**config.mk**
```make
export PLATFORM = sky130hd
export DESIGN_NAME = pipelined_prime_sieve_flat
export DESIGN_NICKNAME = d
export VERILOG_FILES = /design/src/rtl/core/psv_pkg.sv /design/src/rtl/core/psv_in_if.sv /design/src/rtl/core/psv_out_if.sv /design/src/rtl/core/psv_cell.sv /design/src/rtl/core/pipelined_prime_sieve.sv /design/src/flat_wrapper.sv
export SDC_FILE = /design/constraint.sdc
export NUM_CORES = 2
export LEC_CHECK = 0
export BUFFER_PORTS_ARGS = -buffer_cell sky130_fd_sc_hd__buf_2
export CAP_MARGIN = 30
export CORE_MARGIN = 8
export CORE_UTILIZATION = 41
export DETAILED_ROUTE_END_ITERATION = 6
export GPL_TIMING_DRIVEN = 1
export SLEW_MARGIN = 20
export SYNTH_ARGS = -nofsm -noshare
export SYNTH_HDL_FRONTEND = slang
export SYNTH_SLANG_ARGS = --single-unit
```
**constraint.sdc**
```tcl
create_clock -name clk_i -period 7.69 [get_ports clk_i]
set_clock_uncertainty 0.1 [all_clocks]
set_input_delay 0.3845 -clock clk_i [delete_from_list [all_inputs] [get_ports clk_i]]
set_output_delay 0.3845 -clock clk_i [all_outputs]
set_load 0.1 [all_outputs]
```
**src/rtl/core/psv_pkg.sv**
```systemverilog
// ----------------------------------------------------------------------------
// psv_pkg
// Shared types and constants for the pipelined prime sieve.
// ----------------------------------------------------------------------------
package psv_pkg;

  // Width of the value and prime fields on the ports
  localparam int unsigned WORD_W = 16;

  // Result status codes
  localparam logic STATUS_NEW       = 1'b0;
  localparam logic STATUS_UNDECIDED = 1'b1;

  // One bit of a candidate travelling down the chain, MSB first.
  // alive and claimed only carry meaning on the last bit.
  typedef struct packed {
    logic valid;
    logic dat;
    logic first;
    logic last;
    logic eos;
    logic alive;
    logic claimed;
  } psv_token_t;

endpackage

```
**src/rtl/core/psv_in_if.sv**
```systemverilog
// ----------------------------------------------------------------------------
// psv_in_if
// Candidate word channel: valid/ready handshake with value and end flag.
// ----------------------------------------------------------------------------
interface psv_in_if
  import psv_pkg::*;
();
  logic              valid;
  logic              ready;
  logic [WORD_W-1:0] value;
  logic              end_of_stream;

  modport source (output valid, output value, output end_of_stream, input ready);
  modport sink   (input valid, input value, input end_of_stream, output ready);
endinterface

```
**src/rtl/core/psv_out_if.sv**
```systemverilog
// ----------------------------------------------------------------------------
// psv_out_if
// Result word channel: valid/ready handshake with prime and status.
// ----------------------------------------------------------------------------
interface psv_out_if
  import psv_pkg::*;
();
  logic              valid;
  logic              ready;
  logic [WORD_W-1:0] prime;
  logic              status;

  modport source (output valid, output prime, output status, input ready);
  modport sink   (input valid, input prime, input status, output ready);
endinterface

```
**src/rtl/core/psv_cell.sv**
```systemverilog
// ----------------------------------------------------------------------------
// psv_cell
// One sieve stage. Keeps a running remainder of the bit-serial candidate
// against its prime; an empty stage shifts the candidate in as its prime.
// ----------------------------------------------------------------------------
module psv_cell
  import psv_pkg::*;
#(
  parameter int unsigned VALUE_BITS = 16
) (
  input  logic       clk_i,
  input  logic       rst_ni,
  input  psv_token_t tok_i,
  output psv_token_t tok_o
);

  logic                  used_q, used_d;
  logic [VALUE_BITS-1:0] prime_q, prime_d;
  logic [VALUE_BITS-1:0] rem_q, rem_d;
  logic [VALUE_BITS-1:0] rem_base;
  logic [VALUE_BITS:0]   trial;
  logic [VALUE_BITS:0]   prime_ext;
  logic                  divides;
  psv_token_t            tok_q, tok_d;

  // r <- (2r + bit) mod p; with r < p one conditional subtract suffices
  always_comb begin
    rem_base  = tok_i.first ? '0 : rem_q;
    trial     = {rem_base, tok_i.dat};
    prime_ext = {1'b0, prime_q};
    if (trial >= prime_ext) begin
      rem_d = VALUE_BITS'(trial - prime_ext);
    end else begin
      rem_d = VALUE_BITS'(trial);
    end
    // a stage holding zero never divides
    divides = used_q && (prime_q != '0) && (rem_d == '0);
  end

  always_comb begin
    tok_d         = tok_i;
    tok_d.alive   = tok_i.alive & used_q & ~divides;
    tok_d.claimed = tok_i.claimed | (tok_i.alive & ~used_q);

    used_d  = used_q;
    prime_d = prime_q;
    if (tok_i.valid && !used_q) begin
      prime_d = {prime_q[VALUE_BITS-2:0], tok_i.dat};
    end
    if (tok_i.valid && tok_i.last) begin
      if (tok_i.eos) begin
        used_d = 1'b0;
      end else if (tok_i.alive && !used_q) begin
        used_d = 1'b1;
      end
    end
  end

  always_ff @(posedge clk_i or negedge rst_ni) begin
    if (!rst_ni) begin
      used_q <= 1'b0;
      tok_q  <= '0;
    end else begin
      used_q <= used_d;
      tok_q  <= tok_d;
    end
  end

  always_ff @(posedge clk_i) begin
    prime_q <= prime_d;
    if (tok_i.valid) begin
      rem_q <= rem_d;
    end
  end

  assign tok_o = tok_q;

endmodule

```
**src/rtl/core/pipelined_prime_sieve.sv**
```systemverilog
// ----------------------------------------------------------------------------
// pipelined_prime_sieve
// Prime sieve as a row of stages; each candidate walks the row bit-serially.
// A result passes a pending register, then the output register, once the last
// bit leaves the final stage. One word at a time: a dropped word frees the input
// as its last bit leaves, a result word when loaded out (later if output held).
// Reset clears all stages at once; stage primes are not reset.
// ----------------------------------------------------------------------------
module pipelined_prime_sieve
  import psv_pkg::*;
#(
  parameter int unsigned MAX_STAGES = 32,
  parameter int unsigned VALUE_BITS = 16
) (
  input  logic    clk_i,
  input  logic    rst_ni,
  psv_in_if.sink  in_i,
  psv_out_if.source out_o
);

  localparam int unsigned IDX_W = $clog2(VALUE_BITS);

  psv_token_t tok [MAX_STAGES+1];

  logic                  busy_q, busy_d;
  logic                  feeding_q, feeding_d;
  logic [IDX_W-1:0]      idx_q, idx_d;
  logic [VALUE_BITS-1:0] n_q, n_d;
  logic                  eos_q, eos_d;
  logic                  pend_q, pend_d;
  logic                  pend_status_q, pend_status_d;
  logic                  out_valid_q, out_valid_d;
  logic [WORD_W-1:0]     out_prime_q, out_prime_d;
  logic                  out_status_q, out_status_d;
  logic                  accept;
  logic                  load_out;
  psv_token_t            tok_end;

  assign in_i.ready = ~busy_q;
  assign accept     = in_i.valid & ~busy_q;

  // bit stream into the first stage, MSB first
  always_comb begin
    tok[0].valid   = feeding_q;
    tok[0].dat     = n_q[idx_q];
    tok[0].first   = (idx_q == IDX_W'(VALUE_BITS - 1));
    tok[0].last    = (idx_q == '0);
    tok[0].eos     = eos_q;
    tok[0].alive   = 1'b1;
    tok[0].claimed = 1'b0;
  end

  for (genvar k = 0; k < MAX_STAGES; k++) begin : g_cell
    psv_cell #(
      .VALUE_BITS(VALUE_BITS)
    ) u_cell (
      .clk_i (clk_i),
      .rst_ni(rst_ni),
      .tok_i (tok[k]),
      .tok_o (tok[k+1])
    );
  end

  assign tok_end  = tok[MAX_STAGES];
  assign load_out = pend_q & (~out_valid_q | out_o.ready);

  always_comb begin
    busy_d        = busy_q;
    feeding_d     = feeding_q;
    idx_d         = idx_q;
    n_d           = n_q;
    eos_d         = eos_q;
    pend_d        = pend_q;
    pend_status_d = pend_status_q;
    out_valid_d   = out_valid_q;
    out_prime_d   = out_prime_q;
    out_status_d  = out_status_q;

    if (accept) begin
      busy_d    = 1'b1;
      feeding_d = 1'b1;
      idx_d     = IDX_W'(VALUE_BITS - 1);
      n_d       = VALUE_BITS'(in_i.value);
      eos_d     = in_i.end_of_stream;
    end else if (feeding_q) begin
      if (idx_q == '0) begin
        feeding_d = 1'b0;
      end else begin
        idx_d = idx_q - IDX_W'(1);
      end
    end

    // last bit leaves the final stage: word claimed, undecided or dropped
    if (tok_end.valid && tok_end.last) begin
      if (tok_end.claimed || tok_end.alive) begin
        pend_d        = 1'b1;
        pend_status_d = tok_end.claimed ? STATUS_NEW : STATUS_UNDECIDED;
      end else begin
        busy_d = 1'b0;
      end
    end

    if (out_valid_q && out_o.ready) begin
      out_valid_d = 1'b0;
    end
    if (load_out) begin
      out_valid_d  = 1'b1;
      out_prime_d  = WORD_W'(n_q);
      out_status_d = pend_status_q;
      pend_d       = 1'b0;
      busy_d       = 1'b0;
    end
  end

  always_ff @(posedge clk_i or negedge rst_ni) begin
    if (!rst_ni) begin
      busy_q      <= 1'b0;
      feeding_q   <= 1'b0;
      pend_q      <= 1'b0;
      out_valid_q <= 1'b0;
    end else begin
      busy_q      <= busy_d;
      feeding_q   <= feeding_d;
      pend_q      <= pend_d;
      out_valid_q <= out_valid_d;
    end
  end

  always_ff @(posedge clk_i) begin
    idx_q         <= idx_d;
    n_q           <= n_d;
    eos_q         <= eos_d;
    pend_status_q <= pend_status_d;
    out_prime_q   <= out_prime_d;
    out_status_q  <= out_status_d;
  end

  assign out_o.valid  = out_valid_q;
  assign out_o.prime  = out_prime_q;
  assign out_o.status = out_status_q;

endmodule
```
**src/flat_wrapper.sv**
```systemverilog
// flat-port wrapper written by rule: the top's interface ports become plain ports
module pipelined_prime_sieve_flat import psv_pkg::*;
#(
  parameter int unsigned MAX_STAGES = 32,
  parameter int unsigned VALUE_BITS = 16
)
  (clk_i, rst_ni, in_i_valid, in_i_value, in_i_end_of_stream, in_i_ready, out_o_valid, out_o_prime, out_o_status, out_o_ready);
  psv_in_if in_i_i ();
  psv_out_if out_o_i ();
  input  logic clk_i;
  input  logic rst_ni;
  input wire logic [$bits(in_i_i.valid)-1:0] in_i_valid;
  input wire logic [$bits(in_i_i.value)-1:0] in_i_value;
  input wire logic [$bits(in_i_i.end_of_stream)-1:0] in_i_end_of_stream;
  output wire logic [$bits(in_i_i.ready)-1:0] in_i_ready;
  output wire logic [$bits(out_o_i.valid)-1:0] out_o_valid;
  output wire logic [$bits(out_o_i.prime)-1:0] out_o_prime;
  output wire logic [$bits(out_o_i.status)-1:0] out_o_status;
  input wire logic [$bits(out_o_i.ready)-1:0] out_o_ready;
  assign in_i_i.valid = in_i_valid;
  assign in_i_i.value = in_i_value;
  assign in_i_i.end_of_stream = in_i_end_of_stream;
  assign in_i_ready = in_i_i.ready;
  assign out_o_valid = out_o_i.valid;
  assign out_o_prime = out_o_i.prime;
  assign out_o_status = out_o_i.status;
  assign out_o_i.ready = out_o_ready;
  pipelined_prime_sieve #(.MAX_STAGES(MAX_STAGES), .VALUE_BITS(VALUE_BITS)) u_core (.clk_i(clk_i), .rst_ni(rst_ni), .in_i(in_i_i), .out_o(out_o_i));
endmodule
```
==> After elaboration in Yosys (flattened, before gate mapping) <==
Index checks and enable logic that the tools add are counted.
{ "op_classes": {"reduce_logical": 327, "bitwise_logic": 195, "eq_ne": 1, "mux": 142, "addsub": 33, "n_lt_le_gt_ge": 33} }
{ "ops": {"columns": ["operator", "count"], "rows": [
  ["2-to-1 mux 16 bit", 64],
  ["greater-or-equal comparator 17 x 16 -> 1 bit", 32],
  ["logical NOT 16 bit", 32],
  ["nonzero test 16 bit", 32],
  ["subtractor 16 bit", 32],
  ["logical AND 1 bit", 161],
  ["bitwise AND 1 bit", 96],
  ["2-to-1 mux 1 bit", 77],
  ["AND reduction 2 bit", 34],
  ["nonzero test 2 bit", 34],
  ["NOT 1 bit", 67],
  ["logical NOT 1 bit", 32],
  ["OR 1 bit", 32],
  ["< comparator 4 x 5 -> 1 bit, second input constant", 1],
  ["binary-select mux 1 bit (select 4 bit)", 1],
  ["equality test 4 bit, second input constant", 1],
  ["logical NOT 4 bit", 1],
  ["subtractor 4 x 1 -> 4 bit, second input constant", 1],
  ["logical OR 1 bit", 1]
]} }
{ "totals": {"output_inout_bits": 19, "wordCells": 1058, "ff_bits": 1320, "inputBits": 21} }

==> Logic depth before layout (Yosys ltp) <==
{ "depth": {"depth_word": 8, "ltp_mapped": 16, "mapped_depth_nobuf": 14} }

==> By module <==
Synthesis repeated with hierarchy kept, for this count alone.
{ "hier_totals": {"cells_unflattened": 7998, "area_unflattened_um2": 83769.1} }
{ "by_module_without_submodules": {"columns": ["mod", "n_inst", "cells_per_inst", "area_each_um2", "seq_area_each_um2"], "rows": [
  ["psv_cell at u_core.g_cell[12].u_cell ...", 21, 248, 2578.7, 1161.1],
  ["psv_cell at u_core.g_cell[0].u_cell ...", 7, 244, 2536.2, 1161.1],
  ["psv_cell at u_core.g_cell[8].u_cell ...", 2, 238, 2536.2, 1161.1],
  ["psv_cell at u_core.g_cell[7].u_cell", 1, 269, 2650.0, 1161.1],
  ["psv_cell at u_core.g_cell[19].u_cell", 1, 248, 2549.9, 1161.1],
  ["pipelined_prime_sieve", 1, 89, 1590.3, 1231.2]
]} }

==> Least setup slack after synthesis <==
OpenSTA, ideal clock, no wires.
{ "synth_timing": {"kind": "reg2reg", "start": "register u_core.idx_q[0]", "end": "register u_core.g_cell[0].u_cell.tok_q, in the netlist u_core.g_cell[0].u_cell.tok_o[1]", "setup_ps": 144, "arrival_ps": 3858, "t_required_ps": 7446, "path_stages_with_launch": 16, "n_path_buf": 1, "path_slack_ps": 3589, "period_less_slack_ps": 4101, "cell_sequence": "dfxtp_1 clkbuf_1 mux4_2 mux4_2 inv_1 ha_1 fa_1 nor2b_1 o31ai_1 a211oi_1 a211o_1 a221o_1 a21oi_1 xnor2_1 o41ai_1 a41oi_1"} }
{ "synth_rtl": {"columns": ["item", "line_no", "rtl"], "rows": [
  ["from (decl)", "pipelined_prime_sieve.sv:27", "logic [IDX_W-1:0] idx_q, idx_d;"],
  ["from (signal assigned)", "pipelined_prime_sieve.sv:130", "idx_q <= idx_d;"],
  ["to (signal assigned)", "psv_cell.sv:65", "tok_q <= tok_d;"],
  ["to (decl)", "psv_cell.sv:24", "psv_token_t tok_q, tok_d;"]
]} }

==> results.toml <==
[min_path]
hp-class = "in2async"

[run_status]
outcome = "finished, final reports clean"

[critical_path]
cpPeakStageDelay_ns = 0.55
r2r_slack_ns = 3.01
crit_chain = "ha_1, nand3_1, and2_1, ha_1, a21o_1, or3_1, o211ai_1, o31ai_1, o221ai_1, o21a_1, buf_6, mux2_2, nor2_1, a41oi_1"
ff2ff_path_depth = 14
path_buf_inv = 1
r2r-start = "u_core.idx_q[0]"
endpoint_kind = "flop"
critPathArrivalTime_ns = 5.25
crit_start = "u_core.idx_q[0]"
slowest_stage = "dfxtp_1"
crit_top_cell = "ha_1"
crit_family = "compound AO/OA/AOI/OAI gates"
start_kind = "flop"
crit_required_ns = 8.26
critical_path_class = "reg2reg"
r2r_end = "u_core.g_cell[0].u_cell.tok_o[1]"
path_max_fanout = 18

[sta]
holdWs_ns = 0.06213
slew_violations = 0
min_period_ns = 4.685
slew_headroom = 0.3415
tns_ns = 0
worst_pin_slew_ns = 0.9841
fmax_mhz = 213.5
fin_crit_sh = 0.6092
rsz0062_at_grt = "false"
hold_violations = 0
setup-violations-final = 0

[yosys]
synth_flop_cell = "edfxtp_1"
yosys_register_bits = 1320
synth_warnings = 0
synth_area_per_cell_um2 = 10.52
synthCells = 7530
syn_nets = 8097
synthArstFlopShare = 0.1947
yosysSeqAreaShare = 0.4837
syn_area_um2 = 79200
synth_edf_count = 1059
ys_types = 98

[routing]
wl_per_cell_um = 16.93
firstDrtPassIters = 6
drcViolationCount = 0
vias = 56600
avgViaCountPerCell = 5.479
drt_iter0_markers = 4056
routed_wl_um = 174900
ant_nets = 0

[cells_and_area]
fin_nets = 8239
fillers = 17810
area_growth_pct = 11.56
drive_gt1_frac = 0.08035

[placement]
port_buffers = 39
dpl.hpwl_um = 128200
routabilityCongestion = 0.8961

[global_routing]
overflow = 0
track_usage = 0.1626
grt_max_degree = 139
grt_pass1_vias = 56530
grt_pass1_wl_um = 288100
antenna_found_initial = 2

[floorplan]
die_w_um = 455.5
initial_core_util = 0.4121
chipHeight_um = 455.5
rows = 161
die_area_um2 = 207500
ioPinCount = 40
coreArea_um2 = 192200

[clocking]
clkLatencyLatePin_ns = 0.81
ctsLongestPathBuffers = 3
cts_resized = 0
numClockSinks = 1320
root_buffer = "clkbuf_16"
cts_tree = "built"
path_clk_slew_ns = 0.06
htree_levels = 4
numCtsBuffers = 152

[run]
cap_viol_max_count = 0
worst max path at each step:
| stage | endpoint | slack (ns) | cells past startpoint |
|---|---|---|---|
| CTS | u_core.g_cell[0].u_cell.tok_o[1] | 2.80 | 13 |
| detailed placement | u_core.g_cell[0].u_cell.tok_o[1] | 2.83 | 13 |
| global route | u_core.g_cell[0].u_cell.tok_o[1] | 2.57 | 14 |
| floorplan | u_core.g_cell[0].u_cell.tok_o[1] | 3.59 | 15 |
| finish | u_core.g_cell[0].u_cell.tok_o[1] | 3.01 | 14 |
| global placement | u_core.g_cell[0].u_cell.tok_o[1] | 2.75 | 13 |
what timing repair did:
item,in CTS,in global routing
endpoints found under the hold margin,86,0
setup buffers,0,0
hold buffers,20,0
final cells by class:
type / count / area [µm²] / area share
clock buffers: 214 / 4398 / 0.04978
multi-input cells: 5293 / 37480 / 0.4242
inverters: 788 / 2958 / 0.03348
diodes: 1 / 2.502 / 0.00002832
flip-flops and latches: 1320 / 38310 / 0.4336
repair buffers: 117 / 895.9 / 0.01014
clock inverters: 71 / 1146 / 0.01297
well taps: 2526 / 3161 / 0.03577
placed cells by master (no fill, tap or decap), types with 51 or more instances in the layout:
cell and instances:
nand2_1 497, ha_1 514, o21a_1 151, or3_1 56, edfxtp_1 1059, xnor2_1 203, nor4_1 201, nand4_1 108
and2_1 54, o31a_1 80, a21o_1 147, nand3_1 116, xor2_1 126, nor3_1 139, buf_4 51, clkbuf_16 161
nor2b_1 484, nand2b_1 110, inv_1 785, o21ai_0 329, mux2i_1 101, a31oi_1 119, a211oi_1 61, dfrtp_1 257
o31ai_1 57, a21oi_1 389, nor2_1 413, mux2_2 168
metrics by stage:
step / cell area [µm²] / setup slack [ns] / cells / utilization
floorplan: 79200 / 3.589 / 7530 / -
global placement: 82520 / 2.748 / 10020 / 0.4294
detailed placement: 82520 / 2.832 / 10020 / 0.4294
CTS: 88260 / 2.802 / 10320 / 0.4593
global route: 88350 / 2.574 / 10330 / 0.4597
finish: 88350 / 3.005 / 10330 / 0.4597
sequential cells by signal, indices dropped and copies added, names as in the netlist:
signal and flops:
u_core.feeding_q 1, u_core.n_q 16, u_core.g_cell.u_cell.rem_q 512, u_core.g_cell.u_cell.used_q 32, u_core.out_o.prime 16, u_core.eos_q 1, u_core.idx_q 4, u_core.g_cell.u_cell.tok_o 221
u_core.out_o.status 1, u_core.pend_status_q 1, u_core.pend_q 1, u_core.busy_q 1, u_core.out_o.valid 1, u_core.g_cell.u_cell.prime_q 512
synth_stat cells, types with 80 or more instances:
library cell     n  area (µm²)
a21o_1         147        1104
a31oi_1        122       763.2
nor2_1         414        1554
clkbuf_1       100       375.4
ha_1           514        6431
inv_1          785        2947
nor4_1         201        1257
a21oi_1        392        1962
mux2_2         168        1892
mux2i_1        101        1011
nand2_1        497        1866
nand3_1        116       580.6
xnor2_1        203        1778
xor2_1         126        1104
o21a_1         151        1134
edfxtp_1      1059       31800
nor3_1         139       695.7
o21ai_0        329        1647
nor2b_1        486        3040
dfrtp_1        257        6431
nand4_1        108       675.7
o31a_1          80       700.7
nand2b_1       110       688.2
kinds of logic (layout without fill, tap and decap cells):
| family | after synthesis | after routing | share of synthesized area |
|---|---|---|---|
| flip-flops | 1320 | 1320 | 0.4837 |
| adder cells (fa/ha/maj) | 546 | 546 | 0.08929 |
| AO/OA/AOI/OAI | 1724 | 1724 | 0.1463 |
| multiplexers | 279 | 279 | 0.03888 |
| XOR/XNOR | 329 | 329 | 0.03638 |
| AND/OR/NAND/NOR | 2415 | 2415 | 0.1616 |
| buffers and inverters | 917 | 1190 | 0.04373 |
| other | 0 | 1 | 0 |
routing by layer:
metal / global-route usage / wire (µm)
met1: 0.2202 / 82070
met2: 0.2664 / 80460
met3: 0.02676 / 7176
met4: 0.05371 / 5180
met5: 0 / 0
Power is left out: the tool's default activity adds up to more than one toggle a clock period on the data nets, which glitch-free logic cannot reach.
